File: config.mk
export PLATFORM = sky130hd
export DESIGN_NAME = ycc_ctrl
export DESIGN_NICKNAME = d
export VERILOG_FILES = /design/src/design/ycc_pkg.sv /design/src/design/ycc_ctrl.sv
export SDC_FILE = /design/constraint.sdc
export NUM_CORES = 1
export LEC_CHECK = 0
export BUFFER_PORTS_ARGS = -buffer_cell sky130_fd_sc_hd__buf_2
export CAP_MARGIN = 0
export CORE_AREA = 2 2 39 41
export DETAILED_ROUTE_END_ITERATION = 8
export DIE_AREA = 0 0 41 43
export PLACE_DENSITY_LB_ADDON = 0.25
export SYNTH_ARGS = -nofsm -noshare
export SYNTH_HDL_FRONTEND = slang
export SYNTH_SLANG_ARGS = --single-unit
File: constraint.sdc
create_clock -name clk -period 1.92 [get_ports clk]
set_clock_uncertainty 0.2 [all_clocks]
set_input_delay 0.096 -clock clk [delete_from_list [all_inputs] [get_ports clk]]
set_output_delay 0.096 -clock clk [all_outputs]
set_load 0.05 [all_outputs]
File: src/design/ycc_pkg.sv
// Shared constants, command codes and controller/datapath types for the colour-class table.
package ycc_pkg;

  // Downsampling and table geometry.
  localparam int LUMA_BITS   = 4;
  localparam int CHROMA_BITS = 6;
  localparam int NUM_COLORS  = 8;

  // Field widths of the input and result items.
  localparam int CMD_W  = 2;
  localparam int PIX_W  = 8;
  localparam int CIDX_W = 3;
  localparam int YR_W   = 4;
  localparam int CR_W   = 6;
  localparam int FLAG_W = 8;

  localparam int ADDR_W      = LUMA_BITS + 2 * CHROMA_BITS;
  localparam int TABLE_DEPTH = 2 ** ADDR_W;

  // Widths wide enough to hold a downsampled coordinate plus its box range.
  localparam int YS_W = ((LUMA_BITS > YR_W) ? LUMA_BITS : YR_W) + 1;
  localparam int CS_W = ((CHROMA_BITS > CR_W) ? CHROMA_BITS : CR_W) + 1;

  localparam logic [LUMA_BITS-1:0]   Y_MAX = '1;
  localparam logic [CHROMA_BITS-1:0] C_MAX = '1;

  typedef logic [CMD_W-1:0] cmd_code_t;

  localparam cmd_code_t CMD_CLASSIFY = 2'd0;
  localparam cmd_code_t CMD_ADD      = 2'd1;
  localparam cmd_code_t CMD_REMOVE   = 2'd2;
  localparam cmd_code_t CMD_CLEAR    = 2'd3;

  // Commands from the controller to the datapath.
  typedef struct packed {
    logic capture;
    logic look;
    logic setup;
    logic step;
    logic load_flags;
    logic load_zero;
  } dp_ctrl_t;

  // Status from the datapath to the controller.
  typedef struct packed {
    logic in_classify;
    logic color_ok;
    logic walk_last;
  } dp_stat_t;

endpackage

File: src/design/ycc_ctrl.sv
// Controller: sequences the clearing pass, lookups and box walks, and owns the handshakes.
module ycc_ctrl
  import ycc_pkg::*;
(
  input  logic     clk,
  input  logic     rst_n,
  input  logic     in_valid,
  output logic     in_ready,
  output logic     out_valid,
  input  logic     out_ready,
  input  dp_stat_t stat,
  output dp_ctrl_t ctrl
);

  localparam logic [2:0] ST_INIT  = 3'd0;
  localparam logic [2:0] ST_IDLE  = 3'd1;
  localparam logic [2:0] ST_LOOK  = 3'd2;
  localparam logic [2:0] ST_RESP  = 3'd3;
  localparam logic [2:0] ST_SETUP = 3'd4;
  localparam logic [2:0] ST_WALK  = 3'd5;
  localparam logic [2:0] ST_DONE  = 3'd6;

  logic [2:0] state_r, state_nxt;
  logic       out_valid_r, out_valid_nxt;
  logic       accept;

  // The result register is free, or is being emptied in this cycle.
  assign in_ready  = (state_r == ST_IDLE) && (!out_valid_r || out_ready);
  assign accept    = in_valid && in_ready;
  assign out_valid = out_valid_r;

  always_comb begin
    state_nxt       = state_r;
    ctrl            = '0;
    out_valid_nxt   = out_valid_r && !out_ready;
    case (state_r)
      ST_INIT: begin
        ctrl.step = 1'b1;
        if (stat.walk_last) begin
          state_nxt = ST_IDLE;
        end
      end
      ST_IDLE: begin
        if (accept) begin
          ctrl.capture = 1'b1;
          state_nxt    = stat.in_classify ? ST_LOOK : ST_SETUP;
        end
      end
      ST_LOOK: begin
        ctrl.look = 1'b1;
        state_nxt = ST_RESP;
      end
      ST_RESP: begin
        ctrl.load_flags = 1'b1;
        out_valid_nxt   = 1'b1;
        state_nxt       = ST_IDLE;
      end
      ST_SETUP: begin
        ctrl.setup = 1'b1;
        state_nxt  = stat.color_ok ? ST_WALK : ST_DONE;
      end
      ST_WALK: begin
        ctrl.step = 1'b1;
        if (stat.walk_last) begin
          state_nxt = ST_DONE;
        end
      end
      ST_DONE: begin
        ctrl.load_zero = 1'b1;
        out_valid_nxt  = 1'b1;
        state_nxt      = ST_IDLE;
      end
      default: begin
        state_nxt = ST_INIT;
      end
    endcase
  end

  always_ff @(posedge clk) begin
    if (!rst_n) begin
      state_r     <= ST_INIT;
      out_valid_r <= 1'b0;
    end else begin
      state_r     <= state_nxt;
      out_valid_r <= out_valid_nxt;
    end
  end

endmodule

==> qor.csv, run 1 <==
metric,value,unit
Routability Congestion,0.821,
DRT antenna net count,0,
mapped cell area,317,µm²
Avg WL per Cell,10.2,µm
post-detail-place hpwl,541,µm
Max Fanout on Critical Path,13,
final setup fails,0,
Lkg Pwr,0.000199,µW
setup bufs post-CTS,0,
H-tree depth,1,
Final period util,0.946,
PwrDens,929,nW/µm²
Comb power frac,0.484,
core region area,1380,µm²
Switching Fraction,0.433,
Max Clk Rate,551,MHz
clock latency on the worst-skew pair,0.24,ns
Mean Syn Cell Area,8.33,µm²
"Reg clk slew, reported paths",0.04,ns
Worst Hold End,state_r[2]$_SDFFE_PN0P_,
final wirelength,724,µm
num rows,14,
total track usage,0.0933,
Max clock buf depth,2,
Num CTS Buffers,3,
register area share after synthesis,0.253,
Hold Crit Class,primary input to register,
slowest CP cell,or3b_4,
drt drc,0,
Filler cells,150,
antenna violations before repair,0,
critical path endpoint category,output pin,
Die X,41,µm
Clock Sinks,4,
Crit Path Class,register to output pin,
FF-to-FF End,state_r[2]$_SDFFE_PN0P_,
number of global-route vias before repair,282,
Seq pwr share,0.259,
max-cap viol count,0,
library cells used by synthesis,23,
CTS tree,yes,
share of cells above drive strength 1,0.473,
Critical Path RT,1.62,ns
worst hold path stage count,3,
Register-to-Register Setup Slack,0.31,ns
RR Startpoint,state_r[2]$_SDFFE_PN0P_,
RSZ-0062 raised after global routing,false,
Final Hold Fails,0,
Syn Nets,45,
Via density,4.70,
number of port buffers,14,
Cells after DPL,66,
Slew @ Worst Pin,0.370,ns
total grt overflow,0,
P&R area growth vs syn,42.7,%
Synthesis Warnings,0,
DR iter-0 viols,3,
antenna diode count,0,
Final Core Density,0.326,
"Power, Total",420,µW
critical path cell sequence,"or3b_4, nor2_2, and2_1, clkbuf_4",
drt first pass iters,4,
Seq cells post-synth,4,
clock root cell,clkbuf_4,
pin count of the biggest net entering global routing,14,
slew margin rel.,0.753,
fin crit period,1.82,ns
total die area,1760,µm²
num ports,15,
DIE HEIGHT,43,µm
Mapped Cells,38,
Layout Cells excl Fill,71,
Final nets,64,
Hold Crit Start,stat[2],
outcome,"complete, no violations",
Int Pwr,238,µW
VDD IR max,0.376,mV
first-pass GRT wire length,1080,µm
setup tns final,0,ns
Initial Utilization,0.229,
type of origin of the critical path,register,
CP Data Arrival Time,1.52,ns
max incr delay on CP,0.44,ns
max-slew violations,0,
clock network power share,0.256,
Psw,182,µW
routed vias,334,
worst r2r path cells,4,
cell type report:
cell class	instances	area, µm²	area share
flip-flops and latches	4	80.1	0.177
inverters	1	3.75	0.00831
repair buffers	17	100	0.222
clock buffers	3	22.5	0.0499
well taps	16	20.0	0.0443
multi-input cells	30	225	0.499
kinds of logic (layout without fill, tap and decap cells):
group / Yosys count / count (layout) / synth area share
flops: 4 / 4 / 0.253
buf+inv: 4 / 21 / 0.0751
simple gates: 18 / 18 / 0.383
compound gates: 12 / 12 / 0.289
Yosys cell counts (all sizes together):
master / number / area share
o21ai: 3 / 0.047
o211a: 1 / 0.032
or3b: 1 / 0.036
nor4b: 1 / 0.047
nand2: 1 / 0.012
o31a: 1 / 0.028
o311ai: 1 / 0.028
buf: 1 / 0.036
a21oi: 4 / 0.099
o31ai: 1 / 0.024
nor2: 4 / 0.047
or2: 1 / 0.020
dfxtp: 4 / 0.25
or3: 1 / 0.024
nand2b: 1 / 0.020
a22o: 1 / 0.032
and2: 1 / 0.020
clkbuf: 2 / 0.028
nor3b: 5 / 0.12
inv: 1 / 0.012
nor2b: 2 / 0.040
per-layer routing:
layer / vias to the layer above / share of wire / GRT usage
li1: 171 / - / -
met1: 148 / 0.50 / 0.138
met2: 13 / 0.42 / 0.100
met3: 2 / 0.062 / 0.0157
met4: 0 / 0.019 / 0.100
met5: - / 0 / 0
flip-flops by register name, summed over array words and instances, names as in the netlist:
signal and count:
state_r 3, out_valid 1
stage by stage:
step,hold WS (ns),setup WS (ns),cell area [µm²]
2_1_floorplan,0.0239,-0.154,329
4_1_cts,0.0285,0.0575,449
3_3_place_gp,0.184,0.319,407
6_report,0.0336,0.105,452
3_5_place_dp,0.179,0.318,407
5_1_grt,0.0218,0.0287,452
power by group through the flow:
stage          Sequential (µW)  Combinational, µW  Clock, µW
6_report                   109                203        108
5_1_grt                    111                217        119
3_5_place_dp               110                199          0
3_3_place_gp               110                202          0
4_1_cts                    109                203        111
2_1_floorplan              101                171          0
worst max-delay path by stage:
| stage | from | to | slack (ns) | depth (start not counted) |
|---|---|---|---|---|
| after floorplan | state_r[2]$_SDFFE_PN0P_ | ctrl[3] | -0.15 | 2 |
| after global placement | state_r[2]$_SDFFE_PN0P_ | state_r[0]$_SDFFE_PN0P_ | 0.32 | 4 |
| after detailed placement | state_r[2]$_SDFFE_PN0P_ | ctrl[5] | 0.32 | 4 |
| after CTS | state_r[2]$_SDFFE_PN0P_ | ctrl[5] | 0.06 | 4 |
| after global routing | state_r[2]$_SDFFE_PN0P_ | ctrl[5] | 0.03 | 4 |
| final | state_r[2]$_SDFFE_PN0P_ | ctrl[5] | 0.10 | 4 |
cells in the final DEF (no fill, tap or decap), drive strengths merged:
master and instances:
nand2 1, nand2b 1, nor2b 2, o21ai 3, nor3b 5, or3 1
dlygate4sd3 2, inv 1, o311ai 1, o211a 1, clkbuf 4, dfxtp 4
nor2 4, nor4b 1, and2 1, o31ai 1, or2 1, a21oi 4
buf 14, o31a 1, or3b 1, a22o 1
repair_timing:
| action | in CTS | in global routing |
|---|---|---|
| endpoints found under the setup margin | 0 | 1 |
| hold endpoints to repair | 4 | 0 |
| hold buffers | 2 | 0 |
| resized for setup | 0 | 1 |
critical path, delay by kind of cell, from the launching register on:
family	cells	cell delay, ns
and+or+nand+nor	3	0.65
DFF	1	0.41
buffers and inverters	1	0.22
Note: power is estimated with default switching activity, not from simulation.
==> run 2: changes to the inputs <==
--- a/config.mk
+++ b/config.mk
@@ -5,6 +5,7 @@
 export SDC_FILE = /design/constraint.sdc
 export NUM_CORES = 1
 export LEC_CHECK = 0
+export ABC_AREA = 1
 export BUFFER_PORTS_ARGS = -buffer_cell sky130_fd_sc_hd__buf_2
 export CAP_MARGIN = 0
 export CORE_AREA = 2 2 39 41
==> constraint.sdc (replaced) <==
create_clock -name clk -period 2.2 [get_ports clk]
set_clock_uncertainty 0.2 [all_clocks]
set_input_delay 0.11 -clock clk [delete_from_list [all_inputs] [get_ports clk]]
set_output_delay 0.11 -clock clk [all_outputs]
set_load 0.05 [all_outputs]
==> run 2 against run 1 <==
Compared with the run above: combinational power shrank 31%; sequential power shrank 15%; design area shrank 3.3%; highest routed layer unchanged.
==> qor.csv, run 2 <==
metric,value,unit,change
outcome,"complete, no violations",,
Mean Syn Cell Area,5.96,µm²,-28%
library cells used by synthesis,15,,-35%
type of origin of the critical path,register,,
Max Fanout on Critical Path,7,,-6
DRT antenna net count,0,,unchanged
clock root cell,clkbuf_4,,
CP startpoint,state_r[0]$_SDFFE_PN0P_,,
Max Clk Rate,593,MHz,
share of the synthesized area in the top cell type,0.263,,+0.0104
Final period util,0.766,,
worst hold path stage count,5,,+2
"most common cell after layout, fill and taps aside",buf_2,,
total grt overflow,0,,unchanged
Initial Utilization,0.220,,-0.00904
RSZ-0062 raised after global routing,false,,
met3 global-route usage,0.0314,,+0.0157
fin crit period,1.69,ns,
Synthesis Warnings,0,,unchanged
drt drc,0,,unchanged
Critical Path RT,1.89,ns,+0.27 ns
critical path endpoint category,output pin,,
max-cap viol count,0,,unchanged
Syn Nets,58,,+29%
Lkg Pwr,0.000277,µW,+39%
most common cell in the synthesized netlist,inv_1,,
Async SR Flop Fraction,0,,unchanged
Routability Congestion,0.714,,-13%
final wirelength,700,µm,-3.3%
antenna diode count,0,,unchanged
Num CTS Buffers,3,,unchanged
CP Data Arrival Time,1.38,ns,-0.14 ns
setup tns final,0,ns,unchanged
VDD IR max,0.221,mV,-41%
Final WS setup,0.514,ns,+0.410 ns
register area share after synthesis,0.263,,+0.0104
GR Util met2,0.128,,+0.0281
max-slew violations,0,,unchanged
Crit Path Class,register to output pin,,
Hold Crit Class,primary input to register,,
DIE HEIGHT,43,µm,unchanged
ys flop type,dfxtp_1,,
Mapped Cells,51,,+34%
PwrDens,736,nW/µm²,-21%
Register-to-Register Setup Slack,0.88,ns,+0.57 ns
Max clock buf depth,2,,unchanged
mapped cell area,304,µm²,-4.0%
# resized after CTS,0,,unchanged
Clock Sinks,4,,unchanged
DP Worst Slack,0.751,ns,+0.433 ns
first-pass GRT wire length,1120,µm,+3.8%
Slew @ Worst Pin,0.275,ns,-0.0954 ns
Via density,4.09,,-13%
FF-to-FF End,out_valid$_SDFF_PN0_,,
H-tree depth,1,,unchanged
Yosys top cell by area,dfxtp_1,,
total die area,1760,µm²,unchanged
"EDFF count, synth",0,,unchanged
number of port buffers,14,,unchanged
final setup fails,0,,unchanged
drt first pass iters,3,,-1
P&R area growth vs syn,43.6,%,
core region area,1380,µm²,unchanged
routed vias,352,,+5.4%
Avg WL per Cell,8.14,µm,-20%
Seq cells post-synth,4,,unchanged
number of global-route vias before repair,304,,+7.8%
synth cell count leaders,"inv_1, nand2_1, nand3_1",,
num ports,15,,unchanged
GRT met1 Usage,0.119,,-0.0188
RR Startpoint,state_r[0]$_SDFFE_PN0P_,,
slew margin rel.,0.816,,+0.0633
post-detail-place hpwl,584,µm,+7.9%
Worst Hold End,state_r[0]$_SDFFE_PN0P_,,
pin count of the biggest net entering global routing,8,,-6
total track usage,0.0994,,+0.00612
worst r2r path cells,5,,+1
CTS tree,yes,,
max reg flops,3,,unchanged
Final nets,79,,+23%
GR peak layer,met2,,
Die X,41,µm,unchanged
Largest Register,state_r,,
setup bufs post-CTS,0,,unchanged
num rows,14,,unchanged
most frequent cells in the layout,"buf_2, inv_1, nand3_1, nand2_1",,
clock latency on the worst-skew pair,0.23,ns,about the same
antenna violations before repair,0,,unchanged
top post-synthesis cells by area,"dfxtp_1, inv_1, nand3_1",,
"Reg clk slew, reported paths",0.04,ns,about the same
Final Hold Fails,0,,unchanged
DR iter-0 viols,4,,+1
Post-CTS Hold Buffers,2,,unchanged
Hold Crit Start,stat[0],,
share of cells above drive strength 1,0.414,,-0.0584
[run 2: changes by cell type after synthesis, sizes merged, moves of 2 or more]
| cell | change |
|---|---|
| nor3b | -5 |
| nor3 | +2 |
| nand3 | +6 |
| nor2 | +2 |
| inv | +15 |
| clkbuf | -2 |
| nand2 | +9 |
| nor2b | -2 |
[run 2: kinds of logic after synthesis]
group,after synthesis,synth area share
and+or+nand+nor,24,0.395
buffers and inverters,16,0.198
AOI/OAI and AO/OA,7,0.144
DFF,4,0.263
[run 2: power breakdown]
part	switching [µW]	leakage [µW]	total, µW	internal [µW]
Sequential	12.4	0.0000327	92.3	80.0
Combinational	100	0.000230	141	40.5
Clock	27.6	0.0000138	88.5	60.9
[run 2: metrics by stage]
stage                     area (µm²)  hold slack (ns)  cells  utilization  total power, µW
after floorplan                  304           0.0257     51            -              201
after global placement           394            0.184     81        0.285              233
after detailed placement         394            0.176     81        0.285              232
after CTS                        437          0.00643     86        0.316              329
after global routing             437           0.0576     86        0.316              346
final                            437           0.0163     86        0.316              322
[run 2: how the worst max path moves through the flow]
stage                     endpoint  depth (start not counted)
final                      ctrl[5]                          5
after global routing       ctrl[5]                          5
after CTS                  ctrl[5]                          5
after detailed placement   ctrl[5]                          5
after global placement     ctrl[5]                          6
after floorplan            ctrl[5]                          3
[run 2: cell type report]
| type | instances | area, µm² |
|---|---|---|
| inverter | 16 | 60.1 |
| sequential | 4 | 80.1 |
| fill | 165 | 947 |
| clock buffer | 3 | 22.5 |
| multi-input combinational | 31 | 164 |
| timing repair buffer | 16 | 90.1 |
| tap | 16 | 20.0 |
[run 2: routing by layer]
layer / vias up / wire length (µm)
li1: 195 / -
met1: 149 / 318
met2: 6 / 331
met3: 2 / 38
met4: 0 / 12
met5: - / 0
[run 2: critical path, stage by stage (launching register included)]
cell and delay [ns]:
dfxtp_1 0.46, nand2_2 0.11, nor2_2 0.12, inv_1 0.06, nor3_1 0.11, buf_2 0.28
==> run 3: changes to the inputs <==
--- a/config.mk
+++ b/config.mk
@@ -5,7 +5,7 @@
 export SDC_FILE = /design/constraint.sdc
 export NUM_CORES = 1
 export LEC_CHECK = 0
-export ABC_AREA = 1
+export ABC_AREA = 0
 export BUFFER_PORTS_ARGS = -buffer_cell sky130_fd_sc_hd__buf_2
 export CAP_MARGIN = 0
 export CORE_AREA = 2 2 39 41
==> constraint.sdc (replaced) <==
create_clock -name clk -period 1.6 [get_ports clk]
set_clock_uncertainty 0.2 [all_clocks]
set_input_delay 0.08 -clock clk [delete_from_list [all_inputs] [get_ports clk]]
set_output_delay 0.08 -clock clk [all_outputs]
set_load 0.05 [all_outputs]
==> run 3 against run 2 <==
Compared with the run above: the flow now finishes with violations (negative setup slack); total power up 89%; sequential share of layout area down 3.8 points; hold slack better by 0.0022 ns; sequential power up 38%; core utilization up 12 points; first-iteration DRC count rose to 2.5 times the previous value; highest routed layer unchanged.
==> qor.csv, run 3 (synthesis gave the netlist of run 1 again) <==
metric,value,unit,change
PwrDens,999,nW/µm²,+36%
Hold WS,0.0186,ns,+0.00225 ns
clock root cell,clkbuf_4,,
Num CTS Buffers,3,,unchanged
Max clock buf depth,2,,unchanged
Final Core Density,0.440,,+0.125
type of origin of the critical path,register,,
most frequent cells in the layout,"buf_4, buf_2, o21ai_0, clkbuf_4, buf_6",,
Final WS setup,-0.0406,ns,-0.555 ns
antenna diode count,0,,unchanged
Psw,250,µW,+78%
total grt overflow,0,,unchanged
max-slew violations,0,,unchanged
post-detail-place hpwl,646,µm,+11%
RR Startpoint,state_r[0]$_SDFFE_PN0P_,,
Avg WL per Cell,12.1,µm,+49%
CP Data Arrival Time,1.36,ns,-0.02 ns
total track usage,0.126,,+0.0270
Die X,41,µm,unchanged
P&R area growth vs syn,92.5,%,
slowest CP cell,or3b_4,,
critical path cell sequence,"or3b_4, nor2_4, and2_4, buf_8",,
clock latency on the worst-skew pair,0.24,ns,about the same
FF-to-FF End,state_r[2]$_SDFFE_PN0P_,,
Largest Register,state_r,,
max-cap viol count,0,,unchanged
num ports,15,,unchanged
clock network power share,0.208,,-0.067
pin count of the biggest net entering global routing,7,,-1
Via density,4.84,,+18%
critical path endpoint category,output pin,,
Routability Congestion,0.704,,-1.4%
Filler cells,128,,-22%
Clock Sinks,4,,unchanged
drt drc,0,,unchanged
VDD IR max,0.382,mV,+72%
drt first pass iters,4,,+1
"most common cell after layout, fill and taps aside",buf_4,,
max incr delay on CP,0.40,ns,-0.06 ns
Comb power frac,0.583,,+0.145
total die area,1760,µm²,unchanged
slew margin rel.,0.814,,-0.00200
DP Worst Slack,0.0377,ns,-0.713 ns
Worst Hold End,state_r[2]$_SDFFE_PN0P_,,
antenna violations before repair,0,,unchanged
Final period util,1.03,,
H-tree depth,1,,unchanged
first-pass GRT wire length,1450,µm,+29%
num rows,14,,unchanged
Crit Path Class,register to output pin,,
RSZ-0062 raised after global routing,true,,
Switching Fraction,0.411,,-0.0257
Critical Path RT,1.32,ns,-0.57 ns
number of port buffers,14,,unchanged
worst r2r path cells,5,,unchanged
Max Clk Rate,610,MHz,
"Reg clk slew, reported paths",0.04,ns,about the same
Lkg Pwr,0.000276,µW,-0.37%
Seq pwr share,0.209,,-0.078
final wirelength,994,µm,+42%
DIE HEIGHT,43,µm,unchanged
DRT antenna net count,0,,unchanged
share of cells above drive strength 1,0.697,,+0.283
routed vias,397,,+13%
number of global-route vias before repair,359,,+18%
final setup fails,3,,+3
Hold Crit Start,stat[2],,
fin crit period,1.64,ns,
CTS tree,yes,,
worst hold path stage count,3,,-2
Final nets,75,,-5.1%
Slew @ Worst Pin,0.278,ns,+0.00344 ns
DR iter-0 viols,10,,+6
Register-to-Register Setup Slack,-0.04,ns,-0.92 ns
Max Fanout on Critical Path,5,,-2
Hold Crit Class,primary input to register,,
Initial Utilization,0.229,,+0.00904
Int Pwr,359,µW,+98%
Final Hold Fails,0,,unchanged
core region area,1380,µm²,unchanged
outcome,"complete, but fails checks",,
failing checks,negative setup slack,,
max reg flops,3,,unchanged
==> run 3: changes by cell type in the layout (fill, tap and decap cells not counted), sizes merged, moves of 2 or more <==
cell	delta
buf	+12
nor2b	+2
nor3	-2
nand3	-6
nor3b	+5
nor2	-2
inv	-16
nand2	-9
==> run 3: per-stage QoR <==
step                      TNS [ns]  std cells  instance area [µm²]  total power (µW)
after global placement           0         70                  455               408
final                       -0.101         82                  609               608
after global routing        -0.387         82                  609               649
after CTS                   -0.113         79                  556               576
after floorplan             -0.313         38                  348               342
after detailed placement         0         70                  455               408
==> run 3: how the worst max path moves through the flow <==
stage,from,endpoint,depth (start not counted)
floorplan,state_r[2]$_SDFFE_PN0P_,out_valid$_SDFF_PN0_,3
global placement,state_r[2]$_SDFFE_PN0P_,ctrl[5],4
detailed placement,state_r[2]$_SDFFE_PN0P_,ctrl[5],4
CTS,state_r[2]$_SDFFE_PN0P_,ctrl[5],4
global route,state_r[0]$_SDFFE_PN0P_,state_r[2]$_SDFFE_PN0P_,5
finish,state_r[0]$_SDFFE_PN0P_,ctrl[5],4
==> run 3: critical path: cells and delay by family (launching register included) <==
family        cells  cell delay [ns]
simple gates      3             0.65
buf+inv           1             0.13
flops             1             0.35
==> run 3: power groups by stage <==
| stage | Combinational, µW | Sequential, µW | Clock (µW) |
|---|---|---|---|
| after floorplan | 221 | 122 | 0 |
| after global placement | 279 | 129 | 0 |
| after detailed placement | 279 | 129 | 0 |
| after CTS | 316 | 126 | 135 |
| after global routing | 376 | 130 | 143 |
| final | 355 | 127 | 127 |
==> run 3: per-layer routing <==
| layer | GRT usage | up-vias | part of all wire |
|---|---|---|---|
| met1 | 0.141 | 191 | 0.44 |
| met3 | 0.0157 | 2 | 0.021 |
| met4 | 0.120 | 0 | 0.014 |
| met5 | 0 | - | 0 |
| li1 | - | 196 | - |
| met2 | 0.191 | 8 | 0.53 |
==> run 3: timing repair <==
action / 4_1_cts / 5_1_grt
endpoints found under the hold margin: 4 / 0
resized for setup: 10 / 9
hold buffers: 2 / 0
setup endpoints to repair: 5 / 7
setup buffers: 4 / 3
pin swaps: 2 / 2
==> run 3: area by class of cell <==
cell class | instances | area [µm²] | share of cell area
multi-input combinational | 30 | 262 | 0.429
timing repair buffer | 28 | 209 | 0.343
sequential | 4 | 88.8 | 0.146
clock buffer | 3 | 22.5 | 0.0370
tap | 16 | 20.0 | 0.0329
inverter | 1 | 7.51 | 0.0123
